### src/rtl/scfe_pkg.sv
// Shared types and constants of the sparse chip-firing engine.
package scfe_pkg;

	localparam int P_NODES   = 1024;
	localparam int P_ENTRIES = 8192;

	localparam int S_DW = 56;
	localparam int S_UW = 3;
	localparam int M_DW = 56;

	typedef enum logic [2:0] {
		FN_WR_VALUE  = 3'd0,
		FN_WR_DEGREE = 3'd1,
		FN_WR_START  = 3'd2,
		FN_WR_ENTRY  = 3'd3,
		FN_FIRE      = 3'd4,
		FN_READ      = 3'd5
	} func_t;

	typedef enum logic [2:0] {
		ST_IDLE,
		ST_DECODE,
		ST_FIRE1,
		ST_FIRE2,
		ST_ENT,
		ST_ROW,
		ST_UPD,
		ST_FINISH
	} state_t;

	typedef struct packed {
		logic load;
		logic wr_item;
		logic rd_node;
		logic rd_cs1;
		logic mark_fire;
		logic ent_rd;
		logic row_rd;
		logic upd;
		logic finish;
	} cmd_t;

	typedef struct packed {
		logic [2:0] func;
		logic       node_ok;
		logic       elig;
		logic       walk_more;
		logic       walk_next;
		logic       out_free;
	} sts_t;

endpackage

### src/rtl/scfe_ctrl.sv
// Controller state machine that sequences each transaction of the engine.
module scfe_ctrl import scfe_pkg::*; (
	input  logic clk,
	input  logic arst_n,
	input  logic s_tvalid,
	output logic s_tready,
	input  sts_t sts,
	output cmd_t cmd
);

	state_t state_q;
	state_t state_d;

	always_ff @(posedge clk or negedge arst_n) begin
		if (!arst_n) begin
			state_q <= ST_IDLE;
		end else begin
			state_q <= state_d;
		end
	end

	always_comb begin
		state_d  = state_q;
		cmd      = '0;
		s_tready = 1'b0;
		case (state_q)
			ST_IDLE: begin
				s_tready = 1'b1;
				if (s_tvalid) begin
					cmd.load = 1'b1;
					state_d  = ST_DECODE;
				end
			end
			ST_DECODE: begin
				case (sts.func)
					FN_WR_VALUE, FN_WR_DEGREE, FN_WR_START, FN_WR_ENTRY: begin
						cmd.wr_item = 1'b1;
						state_d     = ST_FINISH;
					end
					FN_READ: begin
						cmd.rd_node = 1'b1;
						state_d     = ST_FINISH;
					end
					FN_FIRE: begin
						if (sts.node_ok) begin
							cmd.rd_node = 1'b1;
							state_d     = ST_FIRE1;
						end else begin
							state_d = ST_FINISH;
						end
					end
					default: begin
						state_d = ST_FINISH;
					end
				endcase
			end
			ST_FIRE1: begin
				cmd.rd_cs1 = 1'b1;
				state_d    = ST_FIRE2;
			end
			ST_FIRE2: begin
				if (sts.elig) begin
					cmd.mark_fire = 1'b1;
					state_d       = sts.walk_more ? ST_ENT : ST_FINISH;
				end else begin
					state_d = ST_FINISH;
				end
			end
			ST_ENT: begin
				cmd.ent_rd = 1'b1;
				state_d    = ST_ROW;
			end
			ST_ROW: begin
				cmd.row_rd = 1'b1;
				state_d    = ST_UPD;
			end
			ST_UPD: begin
				cmd.upd = 1'b1;
				state_d = sts.walk_next ? ST_ENT : ST_FINISH;
			end
			ST_FINISH: begin
				if (sts.out_free) begin
					cmd.finish = 1'b1;
					state_d    = ST_IDLE;
				end
			end
			default: begin
				state_d = ST_IDLE;
			end
		endcase
	end

endmodule

### config.mk
export PLATFORM = sky130hd
export DESIGN_NAME = scfe_ctrl
export DESIGN_NICKNAME = d
export VERILOG_FILES = /design/src/rtl/scfe_pkg.sv /design/src/rtl/scfe_ctrl.sv
export SDC_FILE = /design/constraint.sdc
export NUM_CORES = 1
export LEC_CHECK = 0
export BUFFER_PORTS_ARGS = -buffer_cell sky130_fd_sc_hd__clkbuf_2
export CAP_MARGIN = 25
export CORE_AREA = 2 2 39 41
export DETAILED_ROUTE_END_ITERATION = 10
export DIE_AREA = 0 0 41 43
export MAX_ROUTING_LAYER = met4
export PLACE_DENSITY = 0.52
export SYNTH_ARGS = -nofsm -noshare
export SYNTH_HDL_FRONTEND = slang
export SYNTH_SLANG_ARGS = --single-unit
### constraint.sdc
create_clock -name clk -period 2.5 [get_ports clk]
set_input_delay 0.25 -clock clk [delete_from_list [all_inputs] [get_ports clk]]
set_output_delay 0.25 -clock clk [all_outputs]
set_load 0.005 [all_outputs]
==> results.sh <==
export IMPL_status="completed"
export IMPL_worst_r2r_path_depth=3
export IMPL_die_width_microns=41
export IMPL_startpoint_type="register"
export IMPL_mostFrequentLayoutCells="clkbuf_2 (20), nor2_1 (8), nand2_1 (4)"
export IMPL_finalSetupTns_ns=0
export IMPL_synth_seq_area_share_pct=28.71
export IMPL_cts_tree="done"
export IMPL_ys_types=19
export IMPL_r2r_start="state_q[0]"
export IMPL_cp_cell_sequence="nor2_1, nand2_1, nor4b_2, clkbuf_2"
export IMPL_setup_viol=0
export IMPL_gp_congestion=0.7538
export IMPL_placed_area_sq_um=369.1
export IMPL_syn_nets=46
export IMPL_slew_viol_final=0
export IMPL_port_buffers=20
export IMPL_wirelength_microns=680
export IMPL_synth_seq_cells=3
export IMPL_syn_avg_cell_area_sq_um=7.471
export IMPL_irDropWorstVdd_mv=0.3700
export IMPL_vias_per_cell=4.432
export IMPL_worst_hold_startpoint="s_tvalid"
export IMPL_largestRegisters="state_q (3)"
export IMPL_crit_slowest_cell="dfrtp_1"
export IMPL_cts_buffers=3
export IMPL_hold_violations=0
export IMPL_finalCritPeriodShare_pct=65.14
export IMPL_start_util_pct=18.90
export IMPL_final_util_pct=29.29
export IMPL_power_density_nw_per_um2=948.2
export IMPL_synth_area_sq_um=261.5
export IMPL_fillCellCount=156
export IMPL_num_vias=328
export IMPL_r2r_slack_ns=1.20
export IMPL_rsz0062_at_grt="no"
export IMPL_diodes=0
export IMPL_first_global_vias=305
export IMPL_max_freq_ghz=0.6141
export IMPL_core_sq_um=1384
export IMPL_holdPathStages=3
export IMPL_clk_pin_slew_ns=0.04
export IMPL_crit_arrival_ns=1.38
export IMPL_clk_latency_ns=0.24
export IMPL_largest_reg_flops=3
export IMPL_layout_nets=70
export IMPL_min_path_type="in2reg"
export IMPL_reg2reg_to="state_q[0]"
export IMPL_antenna_found_initial=0
export IMPL_min_period_ns=1.629
export IMPL_cts_setup_buffers=0
export IMPL_clock_sinks=3
export IMPL_p_leak_uw=0.0002103
export IMPL_slew_headroom_pct=73.93
export IMPL_power_uw=384.4
export IMPL_firstDrtPassIters=2
export IMPL_die_area_sq_um=1763
export IMPL_htree_num_levels=1
export IMPL_drt_wirelength_per_cell_microns=9.189
export IMPL_crit_type="reg2out"
export IMPL_grtUsageTotal_pct=10.09
export IMPL_overflow=0
export IMPL_maxCapViolations=0
export IMPL_clk_path_buf_depth=2
export IMPL_ant_nets=0
export IMPL_worstPathMaxFanout=10
export IMPL_fin_area_sq_um=405.4
export IMPL_synth_warnings=0
export IMPL_drt_iter0_markers=2
export IMPL_worst_pin_slew_ns=0.3910
export IMPL_synthCells=35
export IMPL_grt_max_degree=15
export IMPL_ios=21
export IMPL_end_kind="output pin"
export IMPL_min_to="state_q[0]"
export IMPL_top_register="state_q"
export IMPL_layout_commonest_cell="clkbuf_2"
export IMPL_area_growth_synth_to_final_pct=55.02
export IMPL_rows=14
export IMPL_root_buffer="clkbuf_4"
export IMPL_drcViolationCount=0
export IMPL_slowest_delay_ns=0.46
export IMPL_cp_data_required_time_ns=2.25
export IMPL_finClkSkew_ns=0.001319
export IMPL_grt_pass1_wl_microns=1152
export IMPL_drive_above_1_share_pct=46.55
export IMPL_die_h_microns=43
[per-stage QoR]
stage	hold slack, ns	worst slack [ns]	instances
after floorplan	-0.04559	1.296	35
after global placement	0.04910	1.147	69
after detailed placement	0.05096	1.104	69
after CTS	0.2797	0.8455	74
after global routing	0.2995	0.7587	74
final	0.2785	0.8715	74
[synth_stat cells]
| cell type | instances | area [sq um] |
|---|---|---|
| nor3_1 | 3 | 15.01 |
| and2_1 | 1 | 6.260 |
| nand2_1 | 4 | 15.01 |
| nor4_1 | 1 | 6.260 |
| nor4b_2 | 1 | 15.01 |
| and3_2 | 1 | 7.510 |
| o22a_1 | 1 | 8.760 |
| mux2_4 | 1 | 15.01 |
| nor2_1 | 8 | 30.03 |
| nand2b_1 | 1 | 6.260 |
| a31oi_1 | 1 | 6.260 |
| nand4bb_1 | 1 | 11.26 |
| dfrtp_1 | 3 | 75.07 |
| a21oi_1 | 1 | 5.000 |
| a21oi_2 | 1 | 8.760 |
| o21ai_0 | 2 | 10.01 |
| buf_4 | 1 | 7.510 |
| buf_2 | 1 | 5.000 |
| inv_1 | 2 | 7.510 |
[how the worst max path moves through the flow]
stage	startpoint	endpoint	slack, ns	cells past startpoint
detailed placement	state_q[0]	cmd[6]	1.10	3
CTS	state_q[1]	cmd[6]	0.85	4
global placement	state_q[0]	cmd[6]	1.15	3
floorplan	state_q[1]	cmd[6]	1.30	4
global route	state_q[1]	cmd[6]	0.76	4
finish	state_q[1]	cmd[6]	0.87	4
[repair_timing]
action	4_1_cts	5_1_grt
hold endpoints to repair	3	0
gates resized for setup	0	0
hold buffers	1	0
[per-layer routing]
| metal | up-vias | track usage [%] | wire length (microns) |
|---|---|---|---|
| li1 | 167 | - | - |
| met5 | - | - | 0 |
| met3 | 4 | 1.571 | 41 |
| met2 | 16 | 14.69 | 322 |
| met4 | 0 | 10.00 | 25 |
| met1 | 141 | 10.65 | 290 |
[report_power, final]
part           total, uW  leakage, uW  internal (uW)  switching [uW]
combinational        169     0.000162           89.8            79.4
clock               88.5    0.0000150           60.0            28.4
sequential           127    0.0000336           70.9            55.8
[layout make-up]
type	count	area (sq um)	area share [%]
clock buffers	4	26.28	6.481
inverters	2	7.507	1.852
multi-input cells	28	166.4	41.05
flip-flops and latches	3	75.07	18.52
well taps	16	20.02	4.938
repair buffers	21	110.1	27.16
[worst max-delay path: cells and delay by family (launching register included)]
kind                   cells  cell delay (ns)
buffers and inverters      1             0.15
DFF                        1             0.46
and+or+nand+nor            3             0.53
[cell families after synthesis]
| group | count (synthesis) | synth area share [%] |
|---|---|---|
| buf+inv | 4 | 7.656 |
| flops | 3 | 28.71 |
| mux | 1 | 5.740 |
| simple gates | 21 | 43.06 |
| compound gates | 6 | 14.83 |
No activity file was read; power rests on OpenSTA's default activity.
